File: src/hdl/gmf_pkg.sv
// Shared types and codes for the gzip member framer.
`default_nettype none
package gmf_pkg;

    localparam logic [1:0] OP_DATA     = 2'd0;
    localparam logic [1:0] OP_END      = 2'd1;
    localparam logic [1:0] OP_INFL_END = 2'd2;

    localparam logic [1:0] CLS_HEADER  = 2'd0;
    localparam logic [1:0] CLS_PAYLOAD = 2'd1;
    localparam logic [1:0] CLS_TRAILER = 2'd2;
    localparam logic [1:0] CLS_IGNORED = 2'd3;

    localparam logic [2:0] ST_OK        = 3'd0;
    localparam logic [2:0] ST_CLEAN     = 3'd1;
    localparam logic [2:0] ST_NOT_GZIP  = 3'd2;
    localparam logic [2:0] ST_TRUNC_HDR = 3'd3;
    localparam logic [2:0] ST_TRUNC_DAT = 3'd4;

    localparam int TDATA_W = 32;

    typedef struct packed {
        logic [15:0] members_seen;
        logic [2:0]  status;
        logic [1:0]  byte_class;
        logic [7:0]  byte_out;
    } result_t;

endpackage
`default_nettype wire

File: src/hdl/gzip_member_framer.sv
// Top level of the gzip member framer: front parser, result queue, output stage.
//
//  channel  dir  tdata (low bit up)                        tuser
//  s_       in   byte_in[7:0]                              operation[1:0]
//  m_       out  byte_out[7:0] status[10:8] members[26:11] byte_class[1:0]
//
// One event per cycle: the front state machine labels each request in the cycle it is taken.
// Results reach m_tdata through a two-entry queue and an output register.
// s_tready drops only when the queue is full; the front holds its state meanwhile.
// aresetn is synchronous, active low, and restarts at the fixed header with no member seen.
`default_nettype none
module gzip_member_framer (
    input  wire                          aclk,
    input  wire                          aresetn,
    input  wire                          s_tvalid,
    output logic                         s_tready,
    input  wire  [7:0]                   s_tdata,   // byte_in[7:0]
    input  wire  [1:0]                   s_tuser,   // operation[1:0]
    output logic                         m_tvalid,
    input  wire                          m_tready,
    output logic [gmf_pkg::TDATA_W-1:0]  m_tdata,   // byte_out, status, members_seen
    output logic [1:0]                   m_tuser    // byte_class[1:0]
);
    import gmf_pkg::*;

    logic    push_valid, push_ready;
    result_t push_data;
    logic    pop_valid, pop_ready;
    result_t pop_data;

    gmf_front u_front (
        .aclk       (aclk),
        .aresetn    (aresetn),
        .in_valid   (s_tvalid),
        .in_ready   (s_tready),
        .in_op      (s_tuser),
        .in_byte    (s_tdata),
        .push_valid (push_valid),
        .push_ready (push_ready),
        .push_data  (push_data)
    );

    gmf_queue u_queue (
        .aclk       (aclk),
        .aresetn    (aresetn),
        .push_valid (push_valid),
        .push_ready (push_ready),
        .push_data  (push_data),
        .pop_valid  (pop_valid),
        .pop_ready  (pop_ready),
        .pop_data   (pop_data)
    );

    gmf_back u_back (
        .aclk      (aclk),
        .aresetn   (aresetn),
        .pop_valid (pop_valid),
        .pop_ready (pop_ready),
        .pop_data  (pop_data),
        .m_tvalid  (m_tvalid),
        .m_tready  (m_tready),
        .m_tdata   (m_tdata),
        .m_tuser   (m_tuser)
    );

endmodule
`default_nettype wire

File: src/hdl/gmf_front.sv
// Front part: accepts input events, walks the gzip header state machine, labels each byte.
`default_nettype none
module gmf_front (
    input  wire                   aclk,
    input  wire                   aresetn,
    input  wire                   in_valid,
    output logic                  in_ready,
    input  wire  [1:0]            in_op,
    input  wire  [7:0]            in_byte,
    output logic                  push_valid,
    input  wire                   push_ready,
    output gmf_pkg::result_t      push_data
);
    import gmf_pkg::*;

    typedef enum logic [10:0] {
        PH_FIXED      = 11'b000_0000_0001,
        PH_FIXED_BAD  = 11'b000_0000_0010,
        PH_EXTRA_LO   = 11'b000_0000_0100,
        PH_EXTRA_HI   = 11'b000_0000_1000,
        PH_EXTRA_SKIP = 11'b000_0001_0000,
        PH_NAME       = 11'b000_0010_0000,
        PH_COMMENT    = 11'b000_0100_0000,
        PH_HCRC       = 11'b000_1000_0000,
        PH_PAYLOAD    = 11'b001_0000_0000,
        PH_TRAILER    = 11'b010_0000_0000,
        PH_DONE       = 11'b100_0000_0000
    } phase_t;

    localparam logic [7:0] MAGIC0  = 8'h1f;
    localparam logic [7:0] MAGIC1  = 8'h8b;
    localparam logic [7:0] CM_DEFL = 8'h08;
    localparam int FL_HCRC_BIT    = 1;
    localparam int FL_EXTRA_BIT   = 2;
    localparam int FL_NAME_BIT    = 3;
    localparam int FL_COMMENT_BIT = 4;
    localparam logic [3:0] HDR_LAST  = 4'd9;
    localparam logic [3:0] TRL_LAST  = 4'd7;
    localparam logic [2:0] FROM_EXTRA   = 3'd0;
    localparam logic [2:0] FROM_NAME    = 3'd1;
    localparam logic [2:0] FROM_COMMENT = 3'd2;
    localparam logic [2:0] FROM_HCRC    = 3'd3;
    localparam logic [2:0] FROM_NONE    = 3'd4;

    phase_t      phase_reg, phase_next;
    logic [3:0]  hdr_idx_reg, hdr_idx_next;
    logic [7:0]  flags_reg, flags_next;
    logic [15:0] extra_reg, extra_next;
    logic [3:0]  trl_cnt_reg, trl_cnt_next;
    logic [15:0] members_reg, members_next;
    logic [2:0]  status_reg, status_next;

    logic        accept;
    logic        adv;
    logic [2:0]  adv_from;
    logic        bad;
    logic [15:0] extra_hi_val;
    logic [15:0] extra_dec;
    phase_t      adv_phase;

    function automatic phase_t next_part(input logic [2:0] from, input logic [7:0] fl);
        phase_t p;
        if (from == FROM_EXTRA && fl[FL_EXTRA_BIT]) begin
            p = PH_EXTRA_LO;
        end else if (from <= FROM_NAME && fl[FL_NAME_BIT]) begin
            p = PH_NAME;
        end else if (from <= FROM_COMMENT && fl[FL_COMMENT_BIT]) begin
            p = PH_COMMENT;
        end else if (from <= FROM_HCRC && fl[FL_HCRC_BIT]) begin
            p = PH_HCRC;
        end else begin
            p = PH_PAYLOAD;
        end
        return p;
    endfunction

    assign in_ready   = push_ready;
    assign accept     = in_valid && push_ready;
    assign push_valid = accept;
    assign extra_hi_val = {in_byte, extra_reg[7:0]};
    assign extra_dec    = extra_reg - 16'd1;
    assign adv_phase    = next_part(adv_from, flags_reg);

    always_comb begin
        phase_next   = phase_reg;
        hdr_idx_next = hdr_idx_reg;
        flags_next   = flags_reg;
        extra_next   = extra_reg;
        trl_cnt_next = trl_cnt_reg;
        members_next = members_reg;
        status_next  = status_reg;
        adv          = 1'b0;
        adv_from     = FROM_NONE;
        bad          = 1'b0;
        push_data.byte_out   = 8'd0;
        push_data.byte_class = CLS_IGNORED;

        unique case (in_op)
            OP_DATA: begin
                push_data.byte_out = in_byte;
                unique case (phase_reg)
                    PH_FIXED, PH_FIXED_BAD: begin
                        push_data.byte_class = CLS_HEADER;
                        bad = (phase_reg == PH_FIXED_BAD)
                            || (hdr_idx_reg == 4'd0 && in_byte != MAGIC0)
                            || (hdr_idx_reg == 4'd1 && in_byte != MAGIC1)
                            || (hdr_idx_reg == 4'd2 && in_byte != CM_DEFL);
                        if (bad) begin
                            phase_next = PH_FIXED_BAD;
                        end
                        if (hdr_idx_reg == 4'd3) begin
                            flags_next = in_byte;
                        end
                        if (hdr_idx_reg >= HDR_LAST) begin
                            hdr_idx_next = 4'd0;
                            if (bad) begin
                                phase_next  = PH_DONE;
                                status_next = (members_reg != 16'd0) ? ST_CLEAN : ST_NOT_GZIP;
                            end else begin
                                adv      = 1'b1;
                                adv_from = FROM_EXTRA;
                            end
                        end else begin
                            hdr_idx_next = hdr_idx_reg + 4'd1;
                        end
                    end
                    PH_EXTRA_LO: begin
                        push_data.byte_class = CLS_HEADER;
                        extra_next = {8'd0, in_byte};
                        phase_next = PH_EXTRA_HI;
                    end
                    PH_EXTRA_HI: begin
                        push_data.byte_class = CLS_HEADER;
                        extra_next = extra_hi_val;
                        if (extra_hi_val == 16'd0) begin
                            adv      = 1'b1;
                            adv_from = FROM_NAME;
                        end else begin
                            phase_next = PH_EXTRA_SKIP;
                        end
                    end
                    PH_EXTRA_SKIP: begin
                        push_data.byte_class = CLS_HEADER;
                        extra_next = extra_dec;
                        if (extra_dec == 16'd0) begin
                            adv      = 1'b1;
                            adv_from = FROM_NAME;
                        end
                    end
                    PH_NAME: begin
                        push_data.byte_class = CLS_HEADER;
                        if (in_byte == 8'd0) begin
                            adv      = 1'b1;
                            adv_from = FROM_COMMENT;
                        end
                    end
                    PH_COMMENT: begin
                        push_data.byte_class = CLS_HEADER;
                        if (in_byte == 8'd0) begin
                            adv      = 1'b1;
                            adv_from = FROM_HCRC;
                        end
                    end
                    PH_HCRC: begin
                        push_data.byte_class = CLS_HEADER;
                        if (hdr_idx_reg >= 4'd1) begin
                            hdr_idx_next = 4'd0;
                            adv          = 1'b1;
                            adv_from     = FROM_NONE;
                        end else begin
                            hdr_idx_next = 4'd1;
                        end
                    end
                    PH_PAYLOAD: begin
                        push_data.byte_class = CLS_PAYLOAD;
                    end
                    PH_TRAILER: begin
                        push_data.byte_class = CLS_TRAILER;
                        if (trl_cnt_reg >= TRL_LAST) begin
                            trl_cnt_next = 4'd0;
                            hdr_idx_next = 4'd0;
                            phase_next   = PH_FIXED;
                        end else begin
                            trl_cnt_next = trl_cnt_reg + 4'd1;
                        end
                    end
                    default: begin
                        push_data.byte_class = CLS_IGNORED;
                    end
                endcase
            end
            OP_END: begin
                unique case (phase_reg)
                    PH_FIXED: begin
                        phase_next  = PH_DONE;
                        status_next = (hdr_idx_reg == 4'd0) ? ST_CLEAN : ST_TRUNC_HDR;
                    end
                    PH_FIXED_BAD, PH_EXTRA_LO, PH_EXTRA_HI, PH_EXTRA_SKIP,
                    PH_NAME, PH_COMMENT, PH_HCRC: begin
                        phase_next  = PH_DONE;
                        status_next = ST_TRUNC_HDR;
                    end
                    PH_PAYLOAD: begin
                        phase_next  = PH_DONE;
                        status_next = ST_TRUNC_DAT;
                    end
                    PH_TRAILER: begin
                        phase_next  = PH_DONE;
                        status_next = ST_CLEAN;
                    end
                    default: begin
                        phase_next = phase_reg;
                    end
                endcase
            end
            OP_INFL_END: begin
                if (phase_reg == PH_PAYLOAD) begin
                    phase_next   = PH_TRAILER;
                    trl_cnt_next = 4'd0;
                end
            end
            default: begin
                phase_next = phase_reg;
            end
        endcase

        if (adv) begin
            phase_next = adv_phase;
            if (adv_phase == PH_PAYLOAD && members_reg != 16'hFFFF) begin
                members_next = members_reg + 16'd1;
            end
        end

        push_data.status       = status_next;
        push_data.members_seen = members_next;
    end

    always_ff @(posedge aclk) begin
        if (!aresetn) begin
            phase_reg   <= PH_FIXED;
            hdr_idx_reg <= 4'd0;
            flags_reg   <= 8'd0;
            extra_reg   <= 16'd0;
            trl_cnt_reg <= 4'd0;
            members_reg <= 16'd0;
            status_reg  <= ST_OK;
        end else if (accept) begin
            phase_reg   <= phase_next;
            hdr_idx_reg <= hdr_idx_next;
            flags_reg   <= flags_next;
            extra_reg   <= extra_next;
            trl_cnt_reg <= trl_cnt_next;
            members_reg <= members_next;
            status_reg  <= status_next;
        end
    end

endmodule
`default_nettype wire

File: src/hdl/gmf_queue.sv
// Two-entry result queue between the front and back parts.
`default_nettype none
module gmf_queue (
    input  wire                   aclk,
    input  wire                   aresetn,
    input  wire                   push_valid,
    output logic                  push_ready,
    input  gmf_pkg::result_t      push_data,
    output logic                  pop_valid,
    input  wire                   pop_ready,
    output gmf_pkg::result_t      pop_data
);
    import gmf_pkg::*;

    result_t    entry_reg [2];
    logic       wr_ptr_reg, wr_ptr_next;
    logic       rd_ptr_reg, rd_ptr_next;
    logic [1:0] count_reg, count_next;
    logic       do_push, do_pop;

    assign push_ready = (count_reg != 2'd2);
    assign pop_valid  = (count_reg != 2'd0);
    assign pop_data   = entry_reg[rd_ptr_reg];
    assign do_push    = push_valid && push_ready;
    assign do_pop     = pop_valid && pop_ready;

    always_comb begin
        wr_ptr_next = do_push ? ~wr_ptr_reg : wr_ptr_reg;
        rd_ptr_next = do_pop ? ~rd_ptr_reg : rd_ptr_reg;
        count_next  = count_reg;
        if (do_push && !do_pop) begin
            count_next = count_reg + 2'd1;
        end else if (do_pop && !do_push) begin
            count_next = count_reg - 2'd1;
        end
    end

    always_ff @(posedge aclk) begin
        if (do_push) begin
            entry_reg[wr_ptr_reg] <= push_data;
        end
    end

    always_ff @(posedge aclk) begin
        if (!aresetn) begin
            wr_ptr_reg <= 1'b0;
            rd_ptr_reg <= 1'b0;
            count_reg  <= 2'd0;
        end else begin
            wr_ptr_reg <= wr_ptr_next;
            rd_ptr_reg <= rd_ptr_next;
            count_reg  <= count_next;
        end
    end

endmodule
`default_nettype wire

File: src/hdl/gmf_back.sv
// Back part: output register that presents labelled bytes on the result stream.
`default_nettype none
module gmf_back (
    input  wire                          aclk,
    input  wire                          aresetn,
    input  wire                          pop_valid,
    output logic                         pop_ready,
    input  gmf_pkg::result_t             pop_data,
    output logic                         m_tvalid,
    input  wire                          m_tready,
    output logic [gmf_pkg::TDATA_W-1:0]  m_tdata,
    output logic [1:0]                   m_tuser
);
    import gmf_pkg::*;

    localparam int PAY_W = $bits(result_t) - 2;

    logic    valid_reg, valid_next;
    result_t data_reg;

    assign pop_ready  = !valid_reg || m_tready;
    assign valid_next = pop_ready ? pop_valid : valid_reg;

    always_ff @(posedge aclk) begin
        if (pop_ready && pop_valid) begin
            data_reg <= pop_data;
        end
    end

    always_ff @(posedge aclk) begin
        if (!aresetn) begin
            valid_reg <= 1'b0;
        end else begin
            valid_reg <= valid_next;
        end
    end

    assign m_tvalid = valid_reg;
    assign m_tuser  = data_reg.byte_class;
    assign m_tdata  = {{(TDATA_W - PAY_W){1'b0}},
                       data_reg.members_seen, data_reg.status, data_reg.byte_out};

endmodule
`default_nettype wire

File: config.mk
export PLATFORM = sky130hd
export DESIGN_NAME = gzip_member_framer
export DESIGN_NICKNAME = d
export VERILOG_FILES = /design/src/hdl/gmf_pkg.sv /design/src/hdl/gzip_member_framer.sv /design/src/hdl/gmf_front.sv /design/src/hdl/gmf_queue.sv /design/src/hdl/gmf_back.sv
export SDC_FILE = /design/constraint.sdc
export NUM_CORES = 1
export LEC_CHECK = 0
export BUFFER_PORTS_ARGS = -buffer_cell sky130_fd_sc_hd__buf_2
export CORE_UTILIZATION = 50
export DETAILED_ROUTE_END_ITERATION = 6
export PLACE_DENSITY = 0.67
export REMOVE_ABC_BUFFERS = 1
export SYNTH_ARGS = -nofsm -noshare
export SYNTH_HDL_FRONTEND = slang
export SYNTH_SLANG_ARGS = --single-unit
File: constraint.sdc
create_clock -name aclk -period 2.92 [get_ports aclk]
set_input_delay 0.146 -clock aclk [delete_from_list [all_inputs] [get_ports aclk]]
set_output_delay 0.146 -clock aclk [all_outputs]
set_load 0.005 [all_outputs]
======== After elaboration in Yosys (flattened, before gate mapping) ========
Memory sizes are Yosys's and may differ from the RTL's. A register that Yosys moved wholly into a read port is not among the register bits.
Cells that the tools add are included.
word-level totals
  flip-flop bits (word level) ............. 64
  memories kept ........................... 1
  input port bits ......................... 14
  memory bits (writable) .................. 58
memory list
  memory             depth  width  rd ports  clocked after memory_dff  write ports  line             RTL
  u_queue.entry_reg  2      29     1         1                         1            gmf_queue.sv:15  result_t entry_reg [2];
operators by class
  reduce and logical (&&, ||, !) cells .... 45
  order comparisons ....................... 6
  equality and inequality tests ........... 29
  muxes and demuxes ....................... 54
  bitwise operators ....................... 3
  add/sub/neg operators ................... 6
operators with widths
  kind                   count
  $mux 11                11
  $pmux 16 s3            1
  $pmux 11 s4            1
  $pmux 11 s3            1
  $logic_not 16->1       2
  $mux 16                2
  $mux 3                 10
  $eq 11x9->1 const B    2
  $mux 4                 5
  $add 16x1->16 const B  1
  $ne 16x16->1 const B   1
  $reduce_and 4->1       4
  $reduce_bool 16->1     1
  $sub 16x1->16 const B  1
  $pmux 3 s5             1
  $logic_and 1x1->1      13
  $pmux 3 s4             1
  $pmux 4 s3             1
  $eq 11x1->1 const B    1
  $eq 11x10->1 const B   1
  $eq 11x2->1 const B    1
  $eq 11x3->1 const B    1
  $eq 11x4->1 const B    1
  $eq 11x5->1 const B    1
  49 further kinds       78

======== Logic depth before layout (Yosys ltp) ========
  depth after elaboration ................. 19
  depth in mapped cells ................... 13
  depth with buffers taken out ............ 10

======== By module ========
A second synthesis with hierarchy kept.
second synthesis, totals
  cells, all modules ...................... 776
  area total of the unflattened synthesis .. 7943.9 um^2
modules (own cells, without submodules)
  module     area each (um^2)  instances  cells an instance
  gmf_front  4643.2            1          622
  gmf_queue  2331.0            1          114
  gmf_back   969.7             1          40

======== Worst setup path before layout ========
Ideal clock, no wire load.
  path type ............................... register to register
  from .................................... register u_front.extra_reg[0]
  to ...................................... memory u_queue.entry_reg[0][14] (netlist name) (data pin)
  period minus slack after synthesis ...... 3.018 ns
  data arrival time ....................... 2.756 ns
  setup slack ............................. -0.098 ns
  path buffers ............................ 2
  data required time ...................... 2.658 ns
  cell stages (with the launch flop) ...... 13
  setup time .............................. 0.262 ns
  cells stage by stage .................... dfxtp_1 -> inv_1 -> ha_1 -> or4b_4 -> buf_6 -> xnor2_1 -> o31ai_1 -> nand4_1 -> o21ai_0 -> nand2_2 -> buf_6 -> nor3_2 -> mux2_2
RTL lines
  element                 line              RTL
  from (decl)             gmf_front.sv:48   logic [15:0] extra_reg, extra_next;
  from (signal assigned)  gmf_front.sv:251  extra_reg <= extra_next;
  to (decl)               gmf_queue.sv:15

==> run summary <==
Synth top area share = 0.312
setup repair after global routing missed its margin = yes
worst hold stages = 3
Seq/Total Area, Yosys = 0.463
DPL Wire Length = 15.1 mm
pwr dens = 591 nW/um^2
grt total ovfl = 0
initial antenna violation count = 0
Clock Skew = 0.0137 ns
Clock Latency Late Sink = 0.44 ns
Worst R2R End = u_queue.entry_reg[1][19]
Max Cap Violations = 0
status = finished, violations left
Area Growth Syn to Fin = 20.9%
first-pass GRT wire length = 34.7 mm
met2 Usage GRT = 0.397
Worst Path Required = 3.18 ns
commonest non-fill, non-tap cell in the layout = edfxtp_1
Final min period = 2.90 ns
worst path arrival time = 3.16 ns
vias in the first global route = 6585
area leader, netlist = edfxtp_1
nets@finish = 942
Most Crowded Layer GR = met2
final max-slew violation count = 0
CTS Root Cell = clkbuf_16
Tot Pwr = 5.98 mW
Async SR Flop Fraction = 0
most frequent cells in the layout = 87 x edfxtp_1, 82 x nand2_1, 79 x buf_4, 60 x dfxtp_1, 54 x nor2_1
Most used DFF post-synth = edfxtp_1
fin crit share = 0.994
area of the multi-input gates = 4360 sq um
Crit Reg-Reg Startpoint = u_front.extra_reg[0]
Worst Path Max Fanout = 14
CTS tree = done
largest net degree at the start of global routing = 52
DR WL/cell = 19.1 microns
Placed Instances = 1102
Critical Path End Type = flip-flop
post-route insts no fill = 1141
Hold WC Path Type = in2reg
Synth Cell Area = 8370 sq um
GRT Total Usage = 0.255
failing checks = design-rule violations
Worst Max-Slew Pin Slew = 0.848 ns
PortBufs = 44
M3 GR Usage = 0.0475
Startpoint Class = flip-flop
Setup Total Neg Slack = 0 ns
post-route ant nets = 0
CP startpoint = u_front.extra_reg[0]
Synth Instances = 811
routing usage on met1 = 0.346
R2R Setup Slk = 0.02 ns
Post-synth EDFFs = 87
Final WS setup = 0.0167 ns
post-DR vias/cell = 5.99
# setup viols final = 0
H-tree Lvls = 4
Avg Inst Size Synth = 10.3 sq um
Max Fclk = 0.344 GHz
top post-synthesis cells by area = edfxtp_1 31%, dfxtp_1 15%, mux2_2 4.0%
Final Hold Fails = 0
total I/O pin count = 50
Clock Sinks = 150
gpl congestion = 0.948
r2r worst-path depth = 11
WL final = 21.8 mm
critical path class = reg2reg
max reg flops = 58
DR iter-0 viols = 660
Initial Utilization = 0.519
Num CTS Buffers = 17
Max IR drop VDD = 0.000455 V
Vias = 6831
FF/Latch Area = 3880 sq um
DRC viols = 1
Reg clk slew, reported paths = 0.06 ns
end of the critical path = u_queue.entry_reg[1][19]
Rel. slew slack = 0.434
Synth Register Bits = 150
Lkg Pwr = 3.71 nW
num rows = 46
HP Start = m_tready
Core Area = 16100 sq um
clk buf depth = 2
fillers = 1306
ant diodes = 0
layout cells sized above 1 = 0.292
worst hold slack = 0.118 ns
die area = 17300 sq um
Post-Place Worst Slack = -0.0749 ns
drt pass-1 iters = 7
die width = 131 microns
yosys warns = 0
synth unique cells = 86
die height = 131 microns
==> where the power goes <==
group	internal (mW)	total [mW]	switching (mW)
registers	2.68	2.82	0.139
clock network	1.16	2.04	0.880
logic	0.492	1.11	0.623
total	4.33	5.98	1.64
==> routing by layer <==
metal | part of all wire | vias to the layer above
met3 | 0.060 | 41
met5 | 0 | -
met1 | 0.44 | 3316
li1 | - | 3216
met2 | 0.47 | 258
met4 | 0.022 | 0
==> worst min-delay path by stage <==
stage | endpoint | slack, ns
after global placement | u_front.members_reg[5] | 0.47
final | u_back.m_tvalid | 0.12
after global routing | u_back.m_tvalid | 0.13
after CTS | u_back.m_tvalid | 0.11
after floorplan | u_front.extra_reg[0] | 0.26
after detailed placement | u_front.members_reg[0] | 0.49
==> layout make-up <==
cell class	instances	share of cell area
timing repair buffer	132	0.0986
multi-input combinational	593	0.431
clock buffer	18	0.0424
tap	216	0.0267
sequential	150	0.383
inverter	19	0.00705
clock inverter	13	0.0108
==> critical path: stages (launching register included) <==
cell	delay, ns
dfxtp_2	0.33
inv_2	0.06
ha_4	0.14
or4b_4	0.49
xnor2_1	0.17
o31ai_2	0.27
nand4_1	0.17
o21ai_1	0.19
nand2_2	0.15
buf_12	0.20
nor4b_4	0.30
xor2_1	0.22
==> kinds of logic after synthesis <==
| logic type | count (synthesis) | synth area share |
|---|---|---|
| buf+inv | 72 | 0.0446 |
| mux | 49 | 0.0631 |
| flops | 150 | 0.463 |
| fa+ha+maj | 15 | 0.0224 |
| xor+xnor | 25 | 0.0262 |
| compound gates | 150 | 0.125 |
| other cells | 1 | 0.000448 |
| simple gates | 349 | 0.255 |
==> timing repair <==
item	4_1_cts	5_1_grt
setup buffers	3	3
hold buffers	0	0
setup endpoints to repair	35	56
gates cloned	1	1
endpoints found under the hold margin	0	0
gates resized for setup	11	34
pin swaps	3	19
==> metrics by stage <==
stage	utilization	area, sq um
final	0.628	10100
after floorplan	-	8080
after global routing	0.628	10100
after global placement	0.574	9240
after CTS	0.612	9870
after detailed placement	0.574	9240
==> cell usage after synthesis, types with 4 or more instances <==
cell       n
o22ai_1    5
edfxtp_1  87
nor4b_2    4
inv_1     19
a21boi_0  10
nor2b_1   17
buf_6      8
dfxtp_1   63
nand2_1   82
a22oi_1    8
a21oi_1   17
a21o_1     4
nor3_1    18
or3_1     16
ha_1      15
nor3_2     5
xnor2_1    7
and4_1     4
nand4b_1   4
o21ai_0   42
and2_1    18
nand3b_1   7
nor4_1    16
and3_1     9
buf_2      9
xor2_1    18
mux2_2    30
or4_1      5
nand4_1   12
nand3_1   16
nor3b_1    8
nor4_2    13
nor2_1    56
mux2i_1   19
nor4_4     7
o31ai_1    9
nand2b_1  13
or2_2      4
buf_4      8
clkbuf_1  27
Note: power is estimated with default switching activity, not from simulation.
